[src/design/hpq_ram.sv]
// Simple dual-read, single-write RAM with registered read data.
module hpq_ram #(
    parameter int DW = 8,
    parameter int AW = 4
) (
    input  logic          clk,
    input  logic          we,
    input  logic [AW-1:0] waddr,
    input  logic [DW-1:0] wdata,
    input  logic [AW-1:0] raddr_a,
    output logic [DW-1:0] rdata_a,
    input  logic [AW-1:0] raddr_b,
    output logic [DW-1:0] rdata_b
);

    logic [DW-1:0] mem [2**AW];

    always_ff @(posedge clk)
    begin
        if (we)
        begin
            mem[waddr] <= wdata;
        end
        rdata_a <= mem[raddr_a];
        rdata_b <= mem[raddr_b];
    end

endmodule

[config.mk]
export PLATFORM = sky130hd
export DESIGN_NAME = hpq_ram
export DESIGN_NICKNAME = d
export VERILOG_FILES = /design/src/design/hpq_ram.sv
export SDC_FILE = /design/constraint.sdc
export NUM_CORES = 1
export LEC_CHECK = 0
export BUFFER_PORTS_ARGS = -buffer_cell sky130_fd_sc_hd__buf_2
export CAP_MARGIN = 0
export CORE_MARGIN = 2
export CORE_UTILIZATION = 38
export DETAILED_ROUTE_END_ITERATION = 8
export PLACE_DENSITY = 0.6
export SLEW_MARGIN = 20
export SYNTH_ARGS = -nofsm -noshare
export SYNTH_HDL_FRONTEND = slang
export SYNTH_SLANG_ARGS = --single-unit
[constraint.sdc]
create_clock -name clk -period 2.1 [get_ports clk]
set_input_delay 0.315 -clock clk [delete_from_list [all_inputs] [get_ports clk]]
set_output_delay 0.315 -clock clk [all_outputs]
set_load 0.02 [all_outputs]
==> key figures <==
Run status
  – Status: complete, no violations

CTS
  – Sink Count: 144
  – # H-tree levels: 4
  – Clock transition at path regs: 0.06 ns
  – Post-CTS sizing: 0
  – Clock buffer depth: 2
  – Number of buffers created by CTS: 17
  – CTS tree: yes
  – CTS root buf: clkbuf_16
  – CTS Hold Buffers Added: 0
  – Clock Latency Late Sink: 0.42 ns
  – Post-CTS Setup Bufs: 0

Cells and area
  – Layout area overhead: 18.12%
  – Ratio of cells with drive above 1 in the final layout: 0.3438
  – FF+latch area: 0.004164 sq mm
  – Final Cell Area: 0.007496 sq mm
  – Fill cell count: 1408
  – Area of the multi-input gates: 0.002009 sq mm
  – Fin cells: 601
  – Most frequent cells in the layout: 128 x edfxtp_1, 37 x buf_2, 34 x mux4_2
  – Final net count: 390
  – Commonest non-fill, non-tap cell in the layout: edfxtp_1
  – Antenna diode count: 0

GRT
  – Largest net degree at the start of global routing: 33
  – Vias in the first global route: 3559
  – Tot GR Track Use: 0.1685
  – Congestion Overflow GR: 0
  – Initial antenna violation count: 0
  – Wire length of the first global-routing pass: 21250 um

Power and ir drop
  – Pwr/cell area: 910.7 mW/mm^2
  – Leakage power: 2.596 nW
  – Pwr Total: 6.826 mW
  – Max VDD drop: 597.6 uV

Worst setup path
  – Worst path depth: 3
  – Critical Path Fanout Max: 2
  – FF-to-FF Start: mem[1][2]
  – Worst path arrival time: 1.72 ns
  – Worst path max stage delay: 0.56 ns
  – Reg-to-Reg End: rdata_a[2]
  – FF-to-FF setup slack: 0.68 ns
  – Largest delay contributor family on the critical path: multiplexers
  – CP startpoint kind: flop
  – Buf+Inv Stages, Crit Path: 0
  – CP Cell Sequence: mux4_1 > a22oi_1 > nand2_1
  – Reg2reg path depth: 3
  – Critical path capture point type: flop
  – Crit path launch: mem[1][2]
  – CP Class: reg -> reg
  – WP data required: 2.40 ns
  – Slowest cell on the critical path: mux4_1
  – Crit path capture: rdata_a[2]

STA
  – Unrepaired setup endpoints after global routing: no
  – Post-route clock skew: 0.006807 ns
  – Final Max Tran Viols: 0
  – # setup viols final: 0
  – Final Hold Vio Count: 0
  – Rel. slew slack: 0.6732
  – Measured slew at the worst slew-check pin: 0.4902 ns
  – Setup TNS: 0 ns
  – Crit share post-route: 0.6765
  – Max Clock Freq: 703.9 MHz
  – Final min period: 1.421 ns

Route
  – Via density: 5.599
  – Drt wl/cell: 23.43 um
  – Initial drt markers: 267
  – DRC viols: 0
  – Via count: 3365
  – Final wirelength: 14080 um
  – Drt pass-1 iters: 4
  – Post-route ant nets: 0

Die
  – Boundary Pins: 38
  – Full die area: 0.01775 sq mm
  – Core ar.: 0.01647 sq mm
  – Row count: 47
  – Chip Height: 133.2 um
  – Initial Utilization: 0.3854
  – Die Wd: 133.2 um

Placement
  – Post-Place Cell Area: 0.006884 sq mm
  – Placed cell count: 569
  – # port buffers: 37
  – RePlAce Congestion: 0.7522
  – Detailed Place HPWL: 8947 um

Logic synthesis
  – Synth warn: 0
  – Synth cell types: 20
  – Syn_area_per_cell: 20.67 sq um
  – Post-synthesis sequential area ratio: 0.6562
  – Cell area after synthesis: 0.006346 sq mm
  – Register bit total from synthesis: 144
  – Mapped Cells: 307
  – Mapped Nets: 329

Hold path
  – Worst hold path type: in -> reg

Flow run
  – Maxcap violations: 0
==> cells by family after synthesis <==
family | synth area share
and+or+nand+nor | 0.03430
AOI/OAI and AO/OA | 0.03785
buffers and inverters | 0.02721
muxes | 0.2445
DFF | 0.6562
==> synth_stat cells <==
library cell / count / share of area
buf_6: 6 / 0.011
buf_4: 2 / 0.0024
a22oi_1: 32 / 0.038
nand2b_1: 2 / 0.0020
nor2b_1: 2 / 0.0020
nand3_1: 1 / 0.00079
clkdlybuf4s25_2: 6 / 0.0095
nor2_1: 14 / 0.0083
and2b_1: 2 / 0.0024
dfxtp_1: 16 / 0.050
buf_2: 6 / 0.0047
or3b_2: 1 / 0.0014
nand3b_1: 2 / 0.0024
nand2_1: 17 / 0.010
nor3_1: 4 / 0.0032
mux4_2: 34 / 0.12
edfxtp_1: 128 / 0.61
mux4_1: 28 / 0.12
mux4_4: 2 / 0.0079
and2_1: 2 / 0.0020
==> sequential cells by signal (all words and copies together) (netlist names) <==
register	flops
rdata_a	8
mem	128
rdata_b	8
==> per-stage QoR <==
step / hold slack, ns / utilization / setup WS [ns]
5_1_grt: 0.2705 / 0.4552 / 0.6452
6_report: 0.2744 / 0.4552 / 0.6793
3_3_place_gp: 0.6752 / 0.4181 / 0.3005
2_1_floorplan: 0.4139 / - / 0.2921
3_5_place_dp: 0.6976 / 0.4181 / 0.3064
4_1_cts: 0.2616 / 0.4552 / 0.6835
==> area by class of cell <==
class                   count  area share
well taps                 220     0.03672
repair buffers             62     0.05809
clock buffers              17     0.05675
flip-flops and latches    144      0.5555
multi-input cells         143      0.2681
clock inverters            15     0.02487
==> worst min path at each step <==
| stage | from | to | slack (ns) | cells past startpoint |
|---|---|---|---|---|
| floorplan | wdata[0] | mem[0][0] | 0.41 | 0 |
| global placement | mem[11][4] | rdata_a[4] | 0.68 | 3 |
| detailed placement | mem[15][4] | rdata_b[4] | 0.70 | 3 |
| CTS | wdata[5] | mem[15][5] | 0.26 | 1 |
| global route | wdata[5] | mem[8][5] | 0.27 | 1 |
| finish | wdata[7] | mem[15][7] | 0.27 | 1 |
==> routing by layer <==
layer / part of all wire / global-route usage / vias up
met2: 0.53 / 0.2925 / 103
met5: 0 / 0 / -
li1: - / - / 1464
met3: 0.055 / 0.04718 / 12
met1: 0.40 / 0.2075 / 1786
met4: 0.012 / 0.04846 / 0
==> power by group <==
part | leakage, nW | internal, mW | switching, mW
Sequential | 1.29 | 3.21 | 0.0333
Clock | 0.292 | 1.88 | 1.18
Combinational | 1.01 | 0.233 | 0.292
Total | 2.60 | 5.32 | 1.51
Power figures use the tool's default switching activity.
