[src/design/hpq_pkg.sv]
// Shared types, constants and helpers for the max-heap priority queue.
package hpq_pkg;

    localparam int HEAP_DEPTH = 256;
    localparam int TAG_BITS   = 16;

    localparam int PRIO_W     = 7;
    localparam int TAG_IO_W   = 16;
    localparam int CAP_W      = 9;
    localparam int OCC_W      = 9;
    localparam int CNT_W      = $clog2(HEAP_DEPTH + 1);
    localparam int IDX_W      = CNT_W;
    localparam int LEVELS     = CNT_W;
    localparam int LVL_W      = $clog2(LEVELS);
    localparam int CH_W       = IDX_W + 1;
    localparam int CMP_W      = ((CNT_W > CAP_W) ? CNT_W : CAP_W) + 1;

    localparam logic REQ_INSERT = 1'b0;
    localparam logic REQ_REMOVE = 1'b1;

    localparam logic [1:0] ST_INSERTED = 2'd0;
    localparam logic [1:0] ST_FULL     = 2'd1;
    localparam logic [1:0] ST_REMOVED  = 2'd2;
    localparam logic [1:0] ST_EMPTY    = 2'd3;

    typedef struct packed {
        logic              req_type;
        logic [PRIO_W-1:0] priority_req;
        logic [15:0]       task_tag;
    } req_t;

    typedef struct packed {
        logic [1:0]        status;
        logic [PRIO_W-1:0] top_priority;
        logic [15:0]       top_tag;
        logic [OCC_W-1:0]  occupancy;
    } res_t;

    typedef struct packed {
        logic [PRIO_W-1:0]   prio;
        logic [TAG_BITS-1:0] tag;
    } entry_t;

    // token handed from one level cell to the next
    typedef struct packed {
        logic             valid;
        logic             op;
        logic [IDX_W-1:0] idx;
        logic [IDX_W-1:0] path;
        logic [LVL_W-1:0] rem;
        logic             shifting;
        entry_t           carry;
    } tok_t;

    typedef struct packed {
        logic [IDX_W-1:0] own_addr;
        logic [IDX_W-1:0] child_l;
        logic [IDX_W-1:0] child_r;
    } rd_req_t;

    typedef struct packed {
        logic             we;
        logic [IDX_W-1:0] addr;
        entry_t           data;
    } wr_req_t;

    // position of the leading one, i.e. the heap level of a 1-based index
    function automatic logic [LVL_W-1:0] msb_pos(input logic [IDX_W-1:0] v);
        logic [LVL_W-1:0] p;
        p = '0;
        for (int k = 0; k < IDX_W; k++) begin
            if (v[k]) begin
                p = LVL_W'(k);
            end
        end
        return p;
    endfunction

endpackage

[src/design/hpq_cell.sv]
// One heap level cell: compare and swap at its level, then pass the token down.
module hpq_cell (
    input  logic             clk,
    input  logic             rst_n,
    input  hpq_pkg::tok_t    tok_in,
    input  logic [hpq_pkg::CNT_W-1:0] count,
    input  hpq_pkg::entry_t  own_data,
    input  hpq_pkg::entry_t  child_l_data,
    input  hpq_pkg::entry_t  child_r_data,
    output hpq_pkg::tok_t    tok_out,
    output hpq_pkg::rd_req_t rd,
    output hpq_pkg::wr_req_t wr,
    output logic             done
);
    import hpq_pkg::*;

    localparam logic [1:0] PH_IDLE = 2'd0;
    localparam logic [1:0] PH_READ = 2'd1;
    localparam logic [1:0] PH_ACT  = 2'd2;

    logic [1:0] ph_reg, ph_next;
    tok_t       tok_reg;

    logic [CH_W-1:0] left_idx, right_idx, big_idx;
    logic            left_ok, right_ok, pick_right, sink, ins_swap;
    entry_t          big_data;

    always_ff @(posedge clk or negedge rst_n)
    begin
        if (!rst_n)
        begin
            ph_reg <= PH_IDLE;
        end
        else
        begin
            ph_reg <= ph_next;
        end
    end

    always_ff @(posedge clk)
    begin
        if (tok_in.valid)
        begin
            tok_reg <= tok_in;
        end
    end

    always_comb
    begin
        left_idx   = {tok_reg.idx, 1'b0};
        right_idx  = {tok_reg.idx, 1'b1};
        left_ok    = left_idx <= {1'b0, count};
        right_ok   = right_idx <= {1'b0, count};
        // larger child wins, left on a tie
        pick_right = right_ok && (child_r_data.prio > child_l_data.prio);
        big_idx    = pick_right ? right_idx : left_idx;
        big_data   = pick_right ? child_r_data : child_l_data;
        sink       = left_ok && (tok_reg.carry.prio < big_data.prio);
        // once the new entry has displaced a node, every node below moves down
        ins_swap   = tok_reg.shifting || (tok_reg.carry.prio > own_data.prio);
    end

    always_comb
    begin
        ph_next = ph_reg;
        rd      = '0;
        wr      = '0;
        tok_out = '0;
        done    = 1'b0;
        unique case (ph_reg)
            PH_IDLE:
            begin
                if (tok_in.valid)
                begin
                    ph_next = PH_READ;
                end
            end
            PH_READ:
            begin
                if (tok_reg.op == REQ_INSERT)
                begin
                    rd.own_addr = tok_reg.idx;
                end
                else
                begin
                    rd.child_l = IDX_W'(left_idx);
                    rd.child_r = IDX_W'(right_idx);
                end
                ph_next = PH_ACT;
            end
            PH_ACT:
            begin
                ph_next = PH_IDLE;
                wr.we   = 1'b1;
                wr.addr = tok_reg.idx;
                if (tok_reg.op == REQ_INSERT)
                begin
                    if (tok_reg.rem == '0)
                    begin
                        wr.data = tok_reg.carry;
                        done    = 1'b1;
                    end
                    else
                    begin
                        wr.data          = ins_swap ? tok_reg.carry : own_data;
                        tok_out.valid    = 1'b1;
                        tok_out.op       = REQ_INSERT;
                        tok_out.idx      = {tok_reg.idx[IDX_W-2:0], tok_reg.path[IDX_W-1]};
                        tok_out.path     = tok_reg.path << 1;
                        tok_out.rem      = tok_reg.rem - 1'b1;
                        tok_out.shifting = ins_swap;
                        tok_out.carry    = ins_swap ? own_data : tok_reg.carry;
                    end
                end
                else
                begin
                    if (sink)
                    begin
                        wr.data       = big_data;
                        tok_out.valid = 1'b1;
                        tok_out.op    = REQ_REMOVE;
                        tok_out.idx   = IDX_W'(big_idx);
                        tok_out.carry = tok_reg.carry;
                    end
                    else
                    begin
                        wr.data = tok_reg.carry;
                        done    = 1'b1;
                    end
                end
            end
            default:
            begin
                ph_next = PH_IDLE;
            end
        endcase
    end

endmodule

[config.mk]
export PLATFORM = sky130hd
export DESIGN_NAME = hpq_cell
export DESIGN_NICKNAME = d
export VERILOG_FILES = /design/src/design/hpq_pkg.sv /design/src/design/hpq_cell.sv
export SDC_FILE = /design/constraint.sdc
export NUM_CORES = 1
export LEC_CHECK = 0
export ABC_AREA = 0
export BUFFER_PORTS_ARGS = -buffer_cell sky130_fd_sc_hd__buf_2
export CAP_MARGIN = 20
export CORE_MARGIN = 4
export CORE_UTILIZATION = 40
export DETAILED_ROUTE_END_ITERATION = 8
export PLACE_DENSITY = 0.78
export SLEW_MARGIN = 0
export SYNTH_ARGS = -nofsm -noshare
export SYNTH_HDL_FRONTEND = slang
export SYNTH_SLANG_ARGS = --single-unit
[constraint.sdc]
create_clock -name clk -period 3.9 [get_ports clk]
set_input_delay 0.195 -clock clk [delete_from_list [all_inputs] [get_ports clk]]
set_output_delay 0.195 -clock clk [all_outputs]
set_load 0.01 [all_outputs]
==> results of run 1 <==
Yosys cell counts, drive strengths merged (2+ instances only):
cell	number
or3	2
mux2i	13
a31oi	4
ha	31
nand4	4
nand2	28
clkbuf	21
xnor2	2
a21oi	18
dfrtp	2
a311oi	9
a221oi	14
nor3	2
o21ai	32
buf	16
edfxtp	47
a211oi	3
and2	13
and3	35
nor2b	10
a21o	2
inv	49
nand3	5
o21a	2
nor3b	3
o211ai	2
a22o	24
nor2	28
critical path, stage by stage, from the launching register on:
cell and delay [ps]:
edfxtp_1 500, ha_4 260, a211o_1 250, o211ai_1 140, nand3_1 120, a21o_1 240, nor2_4 240, mux2i_2 280
ha_1 300, a21oi_2 130, nand2_1 70, a221oi_2 270, o211ai_1 170, a31oi_4 200, buf_6 150, o21a_4 200
clkbuf_16 170, a22o_1 140, buf_2 140
power by group:
part           internal, mW  switching, mW  leakage [nW]
sequential            0.625         0.0332         0.486
clock                 0.127          0.173        0.0445
combinational         0.332          0.404          2.60
area by class of cell:
type,count,area (µm²),share of cell area [%]
sequential,49,1460,24.7
clock inverter,3,21.3,0.360
clock buffer,5,68.8,1.16
multi-input combinational,301,2410,40.7
inverter,49,184,3.11
tap,133,166,2.81
timing repair buffer,275,1600,27.1
stage by stage:
step	total power [mW]	TNS, ps	setup WS (ps)	util, %
floorplan	1.03	-1440	-65.4	-
global placement	1.29	-11210	-288	55.7
detailed placement	1.30	-15460	-381	55.7
CTS	1.65	-30160	-629	58.7
global route	1.80	-44550	-851	61.1
finish	1.70	-28360	-578	61.1
layer usage:
layer  global-route usage [%]  vias up
met5                        0        -
met1                     29.1     2080
met2                     38.5      207
met3                     5.58       26
li1                         -     2079
met4                     8.48        0
repair_timing:
action                                  in CTS  in global routing
endpoints found under the setup margin      58                 58
gates resized for setup                     27                 25
buffers inserted                            11                  5
endpoints found under the hold margin        2                  0
gates cloned                                 0                  4
hold buffers                                 1                  0
pin swaps                                   16                 32
worst paths after layout:
path,slack [ps],end,cells after the start
max,-580,tok_out[14],18
min,50,tok_reg[27]$_DFFE_PP_,1
max reg2reg,2460,ph_reg[1]$_DFFE_PN0P_,1
min reg2reg,460,ph_reg[0]$_DFFE_PN0P_,1
max in group asynchronous,3610,ph_reg[0]$_DFFE_PN0P_,2
min in group asynchronous,190,ph_reg[1]$_DFFE_PN0P_,2
logic make-up (layout without fill, tap and decap cells):
kind of cell | Yosys count | in the layout | share of synthesized area (%)
AND/OR/NAND/NOR | 134 | 134 | 17.9
AO/OA/AOI/OAI | 117 | 118 | 21.6
buffers and inverters | 86 | 332 | 9.63
flip-flops | 49 | 49 | 37.0
adder cells (fa/ha/maj) | 31 | 31 | 9.82
multiplexers | 14 | 14 | 3.58
XOR/XNOR | 2 | 2 | 0.444
other | 1 | 2 | 0.0949
==> results.toml, run 1 <==
[sta]
hold_viol_final = 0
fmaxAchievable_mhz = 223
slew_violations = 0
setup_ws_ps = -578
worst_pin_slew_ps = 1090
final-setup-viol-count = 58
finClkSkew_ps = 0.107
rsz0062_at_grt = "true"
hold_ws_ps = 54.9
slew_headroom_pct = 27.4
layout_min_cycle_time_ps = 4480
fin_crit_sh_pct = 115

[grt]
groute.usage.overall_pct = 23.1
grt_pass1_vias = 4309
overflow = 0
grt_max_degree = 49
antenna_found_initial = 0
grt_first_pass_wirelength_mm = 21.2

[finish]
final_cell_mix = "230 x buf_2, 48 x inv_1, 47 x edfxtp_1"
layout_commonest_cell = "buf_2"
drive_gt1_share_pct = 48.7
largest_reg_flops = 38
layout.cells.non_filler = 815
syn_to_final_growth_pct = 49.7
fillers = 864
diodes = 0
fin_area_um2 = 5910
nets = 840

[route]
met1_length_mm = 5.92
drc = 0
drt_iter0_drc = 287
wl_met3_mm = 1.14
wl_per_cell_um = 17.8
ant_nets = 0
routed.top_layer = "met4"
drt-total-wl_mm = 14.5
via_per_inst = 5.39
via_count = 4392
detail_route.first_pass.iterations = 5
wl_met2_mm = 7.16

[power_and_ir_drop]
leakagePower_nw = 3.13
peakVddDrop_uv = 276
power_per_cell_area_nw_per_um2 = 287

[logic_synthesis]
synth_area_leaders = "edfxtp_1 36%, ha_1 9.8%, and3_1 5.5%, a22o_1 5.3%, inv_1 4.7%"
synth_cell_types = 49
ys_seq_elements = 49
synth_top_area_share_pct = 35.7
synth-edff-count = 47
yosysTopAreaCell = "edfxtp_1"
ys_seq_area_share_pct = 37.0
synth_async_sr_flop_share_pct = 4.08
syn-instance-count = 434
syn_area_um2 = 3950
synth-main-ff-cell = "edfxtp_1"
ys_warn_count = 0
avgSynthCellArea_um2 = 9.10

[critical_path]
criticalPathCategory = "flop to primary output"
critical_path_required_ps = 3700
timing.rr.start = "ph_reg[0]$_DFFE_PN0P_"
endpoint_kind = "primary output"
worstPathArrival_ps = 4280
critPathLaunch = "left_idx[3]$_DFFE_PP_"
start_kind = "flop"
crit_fanout = 6

[clocking]
clk_pin_slew_ps = 90
h-tree-depth = 2
cts_buffers = 5
cts_tree = "yes"
insertion_delay_ps = 300
cts_max_path_buffers = 2
clock_sinks = 49
root_buffer = "clkbuf_8"

[hold_path]
min_from = "tok_in[27]"
min_path_type = "input port to flop"

[placement]
dp_cells = 791
routabilityCongestion = 0.932
dpl.hpwl_mm = 11.0
port_buffers = 234
dpl_cell_area_um2 = 5390

[die]
row_count = 36
io_pins = 237
die_width_um = 107
die_area_um2 = 11500
initial_core_util_pct = 40.8
die_y_um = 107
core_region_area_um2 = 9680

[outcome]
violations = "setup timing"
status = "finished with violations"

[run]
drv_cap = 0
(Power assumes the default switching activity.)
==> run 2, diff against run 1 <==
- TNS_END_PERCENT: not set -> 5
==> run 2 against run 1 <==
Effect of this change: the flow still finishes with violations (setup timing); wire length fell by 5.0%; cell count rose by 0.12%; largest cell class unchanged; register-to-register slack improved by 120 ps; count of clock-buffer cells in the layout rose by 1; clock power rose by 18%; critical path type unchanged; first-iteration DRC count fell by 31%; critical path depth fell by 1; global-route usage fell by 0.64 points; die area did not move; highest routed layer unchanged; non-clock buffer count rose by 2.
==> results.toml, run 2 (synthesis results as in run 1) <==
[power_and_ir_drop]
peakVddDrop_uv = 251
power_per_cell_area_nw_per_um2 = 294
power.total_mw = 1.72
leakagePower_nw = 3.12

[finish]
nets = 841
largest_reg_flops = 38
drive_gt1_share_pct = 47.1
diodes = 0
syn_to_final_growth_pct = 48.1
final_cell_mix = "229 x buf_2, 49 x inv_1, 47 x edfxtp_1"
layout.cells.non_filler = 816
layout_commonest_cell = "buf_2"

[outcome]
status = "finished with violations"
violations = "setup timing"

[die]
die_y_um = 107
die_width_um = 107
die_area_um2 = 11500
row_count = 36
initial_core_util_pct = 40.8
io_pins = 237
core_region_area_um2 = 9680

[placement]
dpl.hpwl_mm = 10.8
port_buffers = 234
pre_cts_slack_ps = -349
routabilityCongestion = 0.894
dp_cells = 791

[critical_path]
cpMaxStageDelayCell = "edfxtp_1"
r2r_end = "ph_reg[1]$_DFFE_PN0P_"
endpoint_kind = "primary output"
timing.rr.start = "ph_reg[0]$_DFFE_PN0P_"
critPathLaunch = "left_idx[4]$_DFFE_PP_"
worstPathArrival_ps = 4200
critical_path_required_ps = 3700
start_kind = "flop"
r2r_cells = 1
cp-endpoint = "tok_out[18]"
crit_chain = "ha_4 > and4_4 > and2_1 > a31oi_1 > a21o_1 > nor2_4 > mux2i_2 > ha_1 > a21oi_2 > nand2_1 > a221oi_2 > o211ai_1 > a31oi_4 > o21a_4 > buf_12 > a22o_1 > buf_2"
slowest_delay_ps = 500
crit_fanout = 6
criticalPathCategory = "flop to primary output"
r2r_slack_ps = 2580

[sta]
hold_ws_ps = 58.5
rsz0062_at_grt = "true"
hold_viol_final = 0
worst_pin_slew_ps = 915
setup_ws_ps = -500
finClkSkew_ps = 0.0831
fmaxAchievable_mhz = 227
slew_headroom_pct = 38.8
slew_violations = 0
fin_crit_sh_pct = 113
layout_min_cycle_time_ps = 4400
final-setup-viol-count = 58

[grt]
grt_max_degree = 49
grt_pass1_vias = 4194
overflow = 0
antenna_found_initial = 0
grt_first_pass_wirelength_mm = 20.7
groute.usage.overall_pct = 22.5

[clocking]
insertion_delay_ps = 300
h-tree-depth = 2
cts_tree = "yes"
clock_sinks = 49
cts_buffers = 5
clk_pin_slew_ps = 90
root_buffer = "clkbuf_8"
cts_max_path_buffers = 2

[route]
via_per_inst = 5.27
drt-total-wl_mm = 13.8
drt_iter0_drc = 198
ant_nets = 0
detail_route.first_pass.iterations = 5
via_count = 4302
drc = 0
wl_per_cell_um = 16.9

[hold_path]
min_path_type = "input port to flop"
hold_path_depth = 1

[run]
drv_cap = 0
run 2: cell count changes in the layout (fill, tap and decap cells not counted), sizes merged:
cell      delta
bufinv       +1
clkbuf       -1
buf          +4
inv          -1
clkinvlp     -1
a21oi        -1
run 2: area by class of cell:
cell class	count	area, µm²
clock buffer	6	72.6
tap	133	166
inverter	49	184
sequential	49	1460
clock inverter	2	33.8
timing repair buffer	277	1600
fill	860	3840
multi-input combinational	300	2330
run 2: critical path, delay by kind of cell (launching register included):
family          cells  cell delay (ps)
mux                 1              290
flops               1              500
fa+ha+maj           2              620
simple gates        4              660
buf+inv             2              280
compound gates      8             1540
run 2: worst min path at each step:
stage,start,endpoint,slack [ps]
after floorplan,rst_n,ph_reg[0]$_DFFE_PN0P_,-100
after global placement,rst_n,ph_reg[1]$_DFFE_PN0P_,-20
after detailed placement,rst_n,ph_reg[1]$_DFFE_PN0P_,-20
after CTS,tok_in[45],left_idx[9]$_DFFE_PP_,50
after global routing,tok_in[37],left_idx[1]$_DFFE_PP_,40
final,tok_in[44],left_idx[8]$_DFFE_PP_,60
run 2: timing repair:
item,4_1_cts,5_1_grt
endpoints found under the setup margin,58,58
pin swaps,20,9
gates resized for setup,18,16
gates cloned,1,0
endpoints found under the hold margin,2,0
hold buffers,1,0
buffers inserted,9,6
run 2: power breakdown:
part           total, mW  leakage, nW  switching (mW)  internal (mW)
clock network      0.356       0.0528           0.167          0.190
logic              0.705         2.58           0.382          0.323
registers          0.658        0.486          0.0328          0.625
run 2: stage by stage:
step,cell area (µm²),util (%),TNS (ps)
2_1_floorplan,4030,-,-1530
3_3_place_gp,5390,55.7,-9550
3_5_place_dp,5390,55.7,-16090
4_1_cts,5700,58.8,-32940
5_1_grt,5850,60.4,-37680
6_report,5850,60.4,-24170
run 2: metal layers:
metal	part of all wire, %	global-route usage, %	wire (µm)
met1	43	29.6	5890
met2	50	38.6	6900
met3	6.4	4.08	882
met4	1.0	4.69	143
met5	0	0	0
